$ cat src/hdl/irpd_pkg.sv
// Types, codes and reset constants for the IR remote pulse decoder.
`timescale 1ns / 1ps
`default_nettype none

package irpd_pkg;

  localparam int unsigned CodeBitsDefault = 32;
  localparam int unsigned CodeWordWidth   = 32;
  localparam int unsigned WidthBits       = 16;
  localparam int unsigned CfgIndexBits    = 3;

  // Configuration register indexes
  localparam logic [CfgIndexBits-1:0] CfgZeroMin = 3'd0;
  localparam logic [CfgIndexBits-1:0] CfgZeroMax = 3'd1;
  localparam logic [CfgIndexBits-1:0] CfgOneMin  = 3'd2;
  localparam logic [CfgIndexBits-1:0] CfgOneMax  = 3'd3;
  localparam logic [CfgIndexBits-1:0] CfgEndMin  = 3'd4;
  localparam logic [CfgIndexBits-1:0] CfgEndMax  = 3'd5;
  localparam logic [CfgIndexBits-1:0] CfgSyncMin = 3'd6;
  localparam logic [CfgIndexBits-1:0] CfgSyncMax = 3'd7;

  // Reset values of the window bounds, in timer ticks
  localparam logic [WidthBits-1:0] ZeroMinReset = 16'd25;
  localparam logic [WidthBits-1:0] ZeroMaxReset = 16'd55;
  localparam logic [WidthBits-1:0] OneMinReset  = 16'd100;
  localparam logic [WidthBits-1:0] OneMaxReset  = 16'd140;
  localparam logic [WidthBits-1:0] EndMinReset  = 16'd155;
  localparam logic [WidthBits-1:0] EndMaxReset  = 16'd200;
  localparam logic [WidthBits-1:0] SyncMinReset = 16'd300;
  localparam logic [WidthBits-1:0] SyncMaxReset = 16'd450;

  typedef enum logic [2:0] {
    KindRise = 3'd0,
    KindZero = 3'd1,
    KindOne  = 3'd2,
    KindEnd  = 3'd3,
    KindSync = 3'd4,
    KindMiss = 3'd5
  } pulse_kind_e;

  typedef struct packed {
    logic [WidthBits-1:0] capture_count;
    logic                 ack_done;
  } in_item_t;

  typedef struct packed {
    logic [CodeWordWidth-1:0] code_word;
    logic                     frame_done;
    logic                     sync_armed;
    logic [2:0]               pulse_kind;
  } out_item_t;

  // Window bounds, all exclusive at both ends
  typedef struct packed {
    logic [WidthBits-1:0] zero_min;
    logic [WidthBits-1:0] zero_max;
    logic [WidthBits-1:0] one_min;
    logic [WidthBits-1:0] one_max;
    logic [WidthBits-1:0] end_min;
    logic [WidthBits-1:0] end_max;
    logic [WidthBits-1:0] sync_min;
    logic [WidthBits-1:0] sync_max;
  } window_cfg_t;

endpackage

`default_nettype wire

$ cat src/hdl/irpd_classify.sv
// Pulse width classifier: matches a falling-edge width against the windows.
`timescale 1ns / 1ps
`default_nettype none

module irpd_classify (
  input  logic [irpd_pkg::WidthBits-1:0] width_i,
  input  logic                           armed_i,
  input  irpd_pkg::window_cfg_t          cfg_i,
  output irpd_pkg::pulse_kind_e          kind_o
);
  import irpd_pkg::*;

  logic in_zero;
  logic in_one;
  logic in_end;
  logic in_sync;

  // Compare against every window at once
  assign in_zero = (width_i > cfg_i.zero_min) && (width_i < cfg_i.zero_max);
  assign in_one  = (width_i > cfg_i.one_min)  && (width_i < cfg_i.one_max);
  assign in_end  = (width_i > cfg_i.end_min)  && (width_i < cfg_i.end_max);
  assign in_sync = (width_i > cfg_i.sync_min) && (width_i < cfg_i.sync_max);

  // Pick the kind: bit and end windows once armed, zero first; sync only before
  always_comb begin
    if (armed_i) begin
      priority if (in_zero) begin
        kind_o = KindZero;
      end else if (in_one) begin
        kind_o = KindOne;
      end else if (in_end) begin
        kind_o = KindEnd;
      end else begin
        kind_o = KindMiss;
      end
    end else begin
      kind_o = in_sync ? KindSync : KindMiss;
    end
  end

endmodule

`default_nettype wire

$ cat src/hdl/ir_remote_pulse_decoder.sv
// Top level of the IR remote pulse decoder: input stage, decode, result register.
//
//   channel  direction  handshake              payload
//   in       to block   in_valid_i / in_stall_o   in_item_i  (in_item_t)
//   out      from block out_valid_o / out_stall_i out_item_o (out_item_t)
//   cfg      to block   cfg_we_i                  cfg_index_i, cfg_wdata_i
//
// One event per cycle unless stalled; each passes the input and result registers.
// The decode state is updated in the cycle an event leaves the input register,
// so the next event in the input register sees it with no bubble.
// rst_ni clears control state and restores the window bounds at once; no sweep.
// A stalled output holds its result and backs up into the input register.
`timescale 1ns / 1ps
`default_nettype none

module ir_remote_pulse_decoder #(
  parameter int unsigned CODE_BITS = irpd_pkg::CodeBitsDefault
) (
  input  logic                              clk_i,
  input  logic                              rst_ni,
  input  logic                              in_valid_i,
  output logic                              in_stall_o,
  input  irpd_pkg::in_item_t                in_item_i,
  output logic                              out_valid_o,
  input  logic                              out_stall_i,
  output irpd_pkg::out_item_t               out_item_o,
  input  logic                              cfg_we_i,
  input  logic [irpd_pkg::CfgIndexBits-1:0] cfg_index_i,
  input  logic [irpd_pkg::WidthBits-1:0]    cfg_wdata_i
);
  import irpd_pkg::*;

  window_cfg_t cfg_q;

  logic     in_valid_q;
  in_item_t in_item_q;

  logic                 expect_falling_q, expect_falling_d;
  logic                 armed_q, armed_d;
  logic                 done_q, done_d;
  logic [CODE_BITS-1:0] code_q, code_d;

  logic        out_valid_q;
  out_item_t   out_item_q, out_item_d;

  logic        advance;
  logic        take_in;
  pulse_kind_e fall_kind;
  pulse_kind_e kind;
  logic [CodeWordWidth-1:0] code_word;

  // Configuration writes
  always_ff @(posedge clk_i or negedge rst_ni) begin
    if (!rst_ni) begin
      cfg_q.zero_min <= ZeroMinReset;
      cfg_q.zero_max <= ZeroMaxReset;
      cfg_q.one_min  <= OneMinReset;
      cfg_q.one_max  <= OneMaxReset;
      cfg_q.end_min  <= EndMinReset;
      cfg_q.end_max  <= EndMaxReset;
      cfg_q.sync_min <= SyncMinReset;
      cfg_q.sync_max <= SyncMaxReset;
    end else if (cfg_we_i) begin
      unique case (cfg_index_i)
        CfgZeroMin: cfg_q.zero_min <= cfg_wdata_i;
        CfgZeroMax: cfg_q.zero_max <= cfg_wdata_i;
        CfgOneMin:  cfg_q.one_min  <= cfg_wdata_i;
        CfgOneMax:  cfg_q.one_max  <= cfg_wdata_i;
        CfgEndMin:  cfg_q.end_min  <= cfg_wdata_i;
        CfgEndMax:  cfg_q.end_max  <= cfg_wdata_i;
        CfgSyncMin: cfg_q.sync_min <= cfg_wdata_i;
        CfgSyncMax: cfg_q.sync_max <= cfg_wdata_i;
        default:    cfg_q          <= cfg_q;
      endcase
    end
  end

  // Handshake: decode when the result register is free or being drained
  assign advance    = in_valid_q && (!out_valid_q || !out_stall_i);
  assign in_stall_o = in_valid_q && !advance;
  assign take_in    = in_valid_i && !in_stall_o;

  // Input register
  always_ff @(posedge clk_i or negedge rst_ni) begin
    if (!rst_ni) begin
      in_valid_q <= 1'b0;
    end else if (take_in || advance) begin
      in_valid_q <= take_in;
    end
  end

  always_ff @(posedge clk_i) begin
    if (take_in) begin
      in_item_q <= in_item_i;
    end
  end

  irpd_classify u_classify (
    .width_i (in_item_q.capture_count),
    .armed_i (armed_q),
    .cfg_i   (cfg_q),
    .kind_o  (fall_kind)
  );

  // Next decode state for the event in the input register
  always_comb begin
    expect_falling_d = !expect_falling_q;
    armed_d          = armed_q;
    code_d           = code_q;
    done_d           = done_q && !in_item_q.ack_done;
    kind             = KindRise;
    if (expect_falling_q) begin
      kind = fall_kind;
      unique case (fall_kind)
        KindZero: code_d = {code_q[CODE_BITS-2:0], 1'b0};
        KindOne:  code_d = {code_q[CODE_BITS-2:0], 1'b1};
        KindEnd: begin
          done_d  = 1'b1;
          armed_d = 1'b0;
        end
        KindSync: armed_d = 1'b1;
        default:  armed_d = armed_q;
      endcase
    end
  end

  // Report the low bits of the code register, zero extended when it is narrow
  if (CODE_BITS >= CodeWordWidth) begin : g_code_wide
    assign code_word = code_d[CodeWordWidth-1:0];
  end else begin : g_code_narrow
    assign code_word = {{(CodeWordWidth - CODE_BITS){1'b0}}, code_d};
  end

  always_comb begin
    out_item_d.code_word  = code_word;
    out_item_d.frame_done = done_d;
    out_item_d.sync_armed = armed_d;
    out_item_d.pulse_kind = kind;
  end

  // Decode state
  always_ff @(posedge clk_i or negedge rst_ni) begin
    if (!rst_ni) begin
      expect_falling_q <= 1'b0;
      armed_q          <= 1'b0;
      done_q           <= 1'b0;
      code_q           <= '0;
    end else if (advance) begin
      expect_falling_q <= expect_falling_d;
      armed_q          <= armed_d;
      done_q           <= done_d;
      code_q           <= code_d;
    end
  end

  // Result register
  always_ff @(posedge clk_i or negedge rst_ni) begin
    if (!rst_ni) begin
      out_valid_q <= 1'b0;
    end else if (advance) begin
      out_valid_q <= 1'b1;
    end else if (!out_stall_i) begin
      out_valid_q <= 1'b0;
    end
  end

  always_ff @(posedge clk_i) begin
    if (advance) begin
      out_item_q <= out_item_d;
    end
  end

  assign out_valid_o = out_valid_q;
  assign out_item_o  = out_item_q;

endmodule

`default_nettype wire

$ cat config.mk
export PLATFORM = sky130hd
export DESIGN_NAME = ir_remote_pulse_decoder
export DESIGN_NICKNAME = d
export VERILOG_FILES = /design/src/hdl/irpd_pkg.sv /design/src/hdl/irpd_classify.sv /design/src/hdl/ir_remote_pulse_decoder.sv
export SDC_FILE = /design/constraint.sdc
export NUM_CORES = 1
export LEC_CHECK = 0
export BUFFER_PORTS_ARGS = -buffer_cell sky130_fd_sc_hd__buf_2
export CORE_UTILIZATION = 25
export DETAILED_ROUTE_END_ITERATION = 8
export SYNTH_ARGS = -nofsm -noshare
export SYNTH_HDL_FRONTEND = slang
export SYNTH_SLANG_ARGS = --single-unit
$ cat constraint.sdc
create_clock -name clk_i -period 7.4 [get_ports clk_i]
set_clock_uncertainty 0.1 [all_clocks]
set_input_delay 0.37 -clock clk_i [delete_from_list [all_inputs] [get_ports clk_i]]
set_output_delay 0.37 -clock clk_i [all_outputs]
set_load 0.03 [all_outputs]
======== Yosys cells after proc, flatten, opt, wreduce, memory -nomap -nowiden ========
Cells that the tools add are included.
storage, ports and cells
  register bits ........................... 219
  latch bits .............................. 0
  RAM bits ................................ 0
  memory bits (read-only) ................. 0
  bits of input ports ..................... 41
  output and inout port bits .............. 39
  logic and storage cells ................. 78
  memories ................................ 0
operators by class
  add/subtract/negate cells ............... 0
  multipliers ............................. 0
  div/mod/pow operators ................... 0
  order comparisons ....................... 8
  eq/ne operators ......................... 12
  shifts and indexed selects .............. 0
  muxes and demuxes ....................... 13
  bitwise gates (word level) .............. 0
  reductions and logical operators ........ 25
operators with widths
  cell                                                 number
  > comparator 16 bit                                  4
  < comparator 16 bit                                  4
  one-hot mux 32 bit (2 select lines)                  1
  two-way mux 32 bit                                   1
  AND reduction 2 bit                                  8
  equality test 3 bit, second input constant           5
  equality test 3 x 2 -> 1 bit, second input constant  4
  two-way mux 3 bit                                    4
  logical AND 1 bit                                    8
  equality test 3 x 1 -> 1 bit, second input constant  2
  logical NOT 1 bit                                    6
  two-way mux 1 bit                                    6
  logical NOT 3 bit                                    1
  logical OR 1 bit                                     2
  != test 2 x 1 -> 1 bit, second input constant        1
  one-hot mux 1 bit (2 select lines)                   1

======== Logic depth before layout (Yosys ltp) ========
  word-level depth ........................ 9
  mapped depth ............................ 10
  mapped depth without buffers ............ 9

======== Modules after synthesis ========
Synthesis repeated with hierarchy kept, for this count alone.
second synthesis, totals
  cells, all modules ...................... 908
  area total of the unflattened synthesis .. 11591.1 um^2
modules (own cells, without submodules)
  module                   instances  cells each  area each (um^2)  seq. area each (um^2)
  ir_remote_pulse_decoder  1          474         8488.1            5788.1
  irpd_classify            1          434         3103.0            0.0

======== Worst setup path after synthesis ========
Ideal clock, no wire load.
  path kind ............................... register to register
  from .................................... register out_valid_q (netlist: out_valid_o)
  to ...................................... register code_q[10]
  library setup time ...................... 125 ps
  arrival time ............................ 3439 ps
  data required time ...................... 7175 ps
  path slack .............................. 3736 ps
  cell stages (with the launch flop) ...... 6
  path buffers ............................ 1
  period minus slack after synthesis ...... 3664 ps
  path through ............................ dfrtp_1 > a21boi_1 > nand2_1 > o21bai_4 > buf_6 > mux2_4
on the way
  cells in the longest elaborated chain, start to end .. 3
RTL lines
  what                    line                            RTL
  start, declared         ir_remote_pulse_decoder.sv:43   logic out_valid_q;
  start signal, assigned  ir_remote_pulse_decoder.sv:159  out_valid_q <= 1'b0;
  start signal, assigned  ir_remote_pulse_decoder.sv:161  out_valid_q <= 1'b1;
  start signal, assigned  ir_remote_pulse_decoder.sv:163  out_valid_q <= 1'b0;
  logical NOT 1 bit       ir_remote_pulse_decoder.sv:79   assign advance = in_valid_q && (!out_valid_q || !out_stall_i);
  logical OR 1 bit        ir_remote_pulse_decoder.sv:79
  logical AND 1 bit       ir_remote_pulse_decoder.sv:79
  named net advance       ir_remote_pulse_decoder.sv:46   logic advance;
  end signal, assigned    ir_remote_pulse_decoder.sv:152  code_q <= code_d;
  end, declared           ir_remote_pulse_decoder.sv:41   logic [CODE_BITS-1:0] code_q, code_d;
The timed path passes the listed nets, and every way through them passes these cells.
A chain may end at the register's enable or synchronous reset.

======== Worst setup path in the final report ========
  from .................................... register in_item_q[6] in the netlist's numbering
  to ...................................... register out_item_q, in the netlist out_item_o[32], data pin
on the way
  cells in the longest elaborated chain, start to end .. 9
  elaborated cells on any way between the ends .. 21
  classes of those cells .................. order compare (8); eq/ne (2); mux (7); reduce/logical (4)
RTL lines
  what                                                                                 line                            RTL
  start, declared                                                                      ir_remote_pulse_decoder.sv:36   in_item_t in_item_q;
  start signal, assigned                                                               ir_remote_pulse_decoder.sv:94   in_item_q <= in_item_i;
  > comparator 16 bit / < comparator 16 bit (equally long branches)                    irpd_classify.sv:21             assign in_end = (width_i > cfg_i.end_min) && (width_i < cfg_i.end_max);
  logical AND 1 bit                                                                    irpd_classify.sv:21
  two-way mux 3 bit                                                                    irpd_classify.sv:31             end else if (in_end) begin
  two-way mux 3 bit                                                                    irpd_classify.sv:29             end else if (in_one) begin
  two-way mux 3 bit                                                                    irpd_classify.sv:27             priority if (in_zero) begin
  two-way mux 3 bit *                                                                  irpd_classify.sv:26             if (armed_i) begin
  equality test 3 x 2 -> 1 bit / equality test 3 x 1 -> 1 bit (equally long branches)  ir_remote_pulse_decoder.sv:114  unique case (fall_kind)
  one-hot mux 32 bit (2 select lines) *                                                ir_remote_pulse_decoder.sv:114
  two-way mux 32 bit *                                                                 ir_remote_pulse_decoder.sv:112  if (expect_falling_q) begin
  named net code_d[27]                                                                 ir_remote_pulse_decoder.sv:41
  end signal, assigned                                                                 ir_remote_pulse_decoder.sv:169  out_item_q <= out_item_d;
  end, declared                                                                        ir_remote_pulse_decoder.sv:44   out_item_t out_item_q, out_item_d;
Mark *: on every way through the listed nets, which the timed path passes. The rest lies on a longest branch.

==> impl_metrics.ini <==
[global_routing]
grt_pass1_wl_mm = 44.7
grt_pass1_vias = 7935
grt_max_degree = 87
antenna_found_initial = 1
grt_overflow = 0
grtUsageTotal_pct = 12.3

[power]
total_power_w = 0.00373
p_int_w = 0.00258
p_switching_w = 0.00115
switching_share_pct = 30.8
clockPowerShare_pct = 32.2
ir_worst_vdd_mv = 0.165
power_leakage_nw = 6.12
cellPowerDensity_nw_per_um2 = 277
pwr-share-comb_pct = 25.2
power.share.sequential_pct = 42.6

[worst_setup_path]
cp_slowest_stage_delay_ns = 0.82
slowest_stage = o21ai_4
r2r_cells = 8
r2r_end = out_item_o[32]
path_delay_family = compound AO/OA/AOI/OAI gates
endpoint_kind = register
r2r_slack_ns = 3.56
path_buf_inv = 0
critical_path_arrival_ns = 4.01
cp_max_fo = 31
r2r_start = in_item_q[6]
path_cells = ha_1 > a21oi_1 > o21ai_0 > a221o_1 > a2111oi_4 > nor3_4 > o21ai_4 > mux2_2
critPathRequiredTime_ns = 7.57
critPathKind = reg -> reg
cp-start-kind = register

[placement]
gp_congestion = 0.853
hpwl_mm = 19.2
port_buffers = 79
pre_cts_ws_ns = 3.57

[cts]
cts_htree_levels = 1
cts_setup_buffers = 0
ctsLongestPathBuffers = 3
insertion_delay_ns = 0.54
clkTransAtPathRegs_ns = 0.06
cts_root_buf = clkbuf_16
numClockSinks = 219
numCtsBuffers = 24
cts_tree = done

[finish]
seq_area_um2 = 5790
drive_gt1_share_pct = 27.2
multiInputGateArea_um2 = 5010
num_antenna_cells = 0
final_nets = 1242
area_growth_syn_to_layout_pct = 18.4
fill_cells = 4605

[routing]
antenna_left = 0
drt_iter0_drc = 533
wl_per_cell_um = 16.2
post-route-drc-count = 0
wl_mm = 27.4
drtPass1Iterations = 4
num_vias = 7561
viasPerCell = 4.48

[die]
rows = 77
pin_count = 80
die-width_um = 215
start_util_pct = 25.6
dieArea_um2 = 46400
die_h_um = 215
coreArea_um2 = 44500

[synthesis]
ys_ff_latch = 219
synth_commonest_cells = dfrtp_1, inv_1, ha_1, mux2_2, nand2_1
syn_avg_cell_area_um2 = 11.8
syn_area_um2 = 11400
muxShareOfSynthArea_pct = 13.2
synthArstFlopShare_pct = 75.3
yosysTopAreaCellShare_pct = 29.7
yosys.area_share.simple_pct = 7.36
synth_xor_area_share_pct = 0.0770
seq_area_frac_synth_pct = 50.9
synth_top_family_by_area = adder cells
synthAdderAreaFrac_pct = 13.6
synth_area_leaders = dfrtp_1, edfxtp_1, ha_1
synthCells = 968
synth_top_cell_by_area = dfrtp_1
synth_fp_nets = 1133
synth-edff-count = 54
synthFlopType = dfrtp_1
post-synth-top-count-cell = dfrtp_1
synth_compound_area_share_pct = 9.46
synth_warnings = 0
ys_types = 60

[timing]
fmax_mhz = 260
finalSetupViolations = 0
worst_pin_slew_ns = 1.02
grt_setup_unrepaired = false
finalHoldViolCount = 0
period_share_pct = 51.9
fin_crit_ns = 3.84
slew_headroom_pct = 31.9
slew_violations = 0
setup_ws_ns = 3.56
tns_ns = 0

[outcome]
outcome = completed

[min_path]
min_path_cells = 3
holdPathEnd = cfg_q[55]
worstHoldPathType = in -> reg
min_from = cfg_wdata_i[7]

[flow_run]
maxCapViolCount = 0
layout by cell type, fill, tap and decap left out, types with 15 or more instances in the layout:
master / count
dfrtp_1: 135
inv_1: 125
ha_1: 124
mux2_2: 117
nand2_1: 93
buf_2: 78
o21ai_0: 76
edfxtp_1: 54
a21oi_1: 42
dfstp_2: 30
clkbuf_16: 25
dlygate4sd3_1: 20
nand4_1: 15
what timing repair did:
action                    CTS  global route
gates resized for setup     0             0
hold endpoints to repair   92             0
hold buffers               20             0
per-stage QoR:
step                instance area (um2)  std cells  hold WS, ns  util, %
global placement                  12500       1623        0.360     28.1
CTS                               13500       1687      0.00201     30.3
finish                            13500       1687       0.0238     30.3
detailed placement                12500       1623        0.383     28.1
global route                      13500       1687       0.0345     30.3
floorplan                         11400        968      -0.0256        -
how the worst max path moves through the flow:
| stage | slack (ns) | depth (start not counted) | from | end |
|---|---|---|---|---|
| CTS | 3.55 | 8 | in_item_q[2] | out_item_o[32] |
| global placement | 3.63 | 8 | in_item_q[2] | out_item_o[18] |
| floorplan | 3.74 | 5 | out_valid_o | code_q[10] |
| finish | 3.56 | 8 | in_item_q[6] | out_item_o[32] |
| global route | 3.30 | 8 | in_item_q[2] | out_item_o[20] |
| detailed placement | 3.57 | 8 | in_item_q[2] | out_item_o[32] |
routing by layer:
layer | routed length, um | GRT usage (%) | up-vias | share of wire [%]
li1 | - | - | 3658 | -
met1 | 13000 | 17.0 | 3703 | 47
met2 | 12200 | 19.1 | 158 | 45
met3 | 1480 | 2.70 | 40 | 5.4
met4 | 682 | 3.59 | 2 | 2.5
met5 | 14 | 0 | - | 0.051
state kept, by name, indices dropped and copies added, names as in the netlist:
name              count
code_q               32
in_valid_q            1
armed_q               1
cfg_q               128
in_item_q            17
done_q                1
out_valid_o           1
out_item_o           37
expect_falling_q      1
power by group through the flow:
stage	Clock [W]	Sequential, W	Combinational (W)
after global routing	0.00129	0.00162	0.00106
after detailed placement	0	0.00161	0.000930
after CTS	0.00124	0.00159	0.000947
after global placement	0	0.00161	0.000909
after floorplan	0	0.00163	0.000639
final	0.00120	0.00159	0.000939
layout make-up:
type / instances / area share, %
clock inverters: 12 / 0.910
repair buffers: 110 / 5.08
flip-flops and latches: 219 / 43.0
inverters: 125 / 3.48
well taps: 592 / 5.50
multi-input cells: 597 / 37.2
clock buffers: 32 / 4.91
worst register-to-register path: cells and delay by family (launching register included):
kind,cells,cell delay [ns]
AO/OA/AOI/OAI,5,1.93
AND/OR/NAND/NOR,1,0.15
flip-flops,1,0.57
adder cells (fa/ha/maj),1,0.38
multiplexers,1,0.43
cell families after synthesis:
group,Yosys count
mux,130
simple gates,169
fa+ha+maj,124
flops,219
buf+inv,152
compound gates,173
xor+xnor,1
No activity file was read; power rests on OpenSTA's default activity.
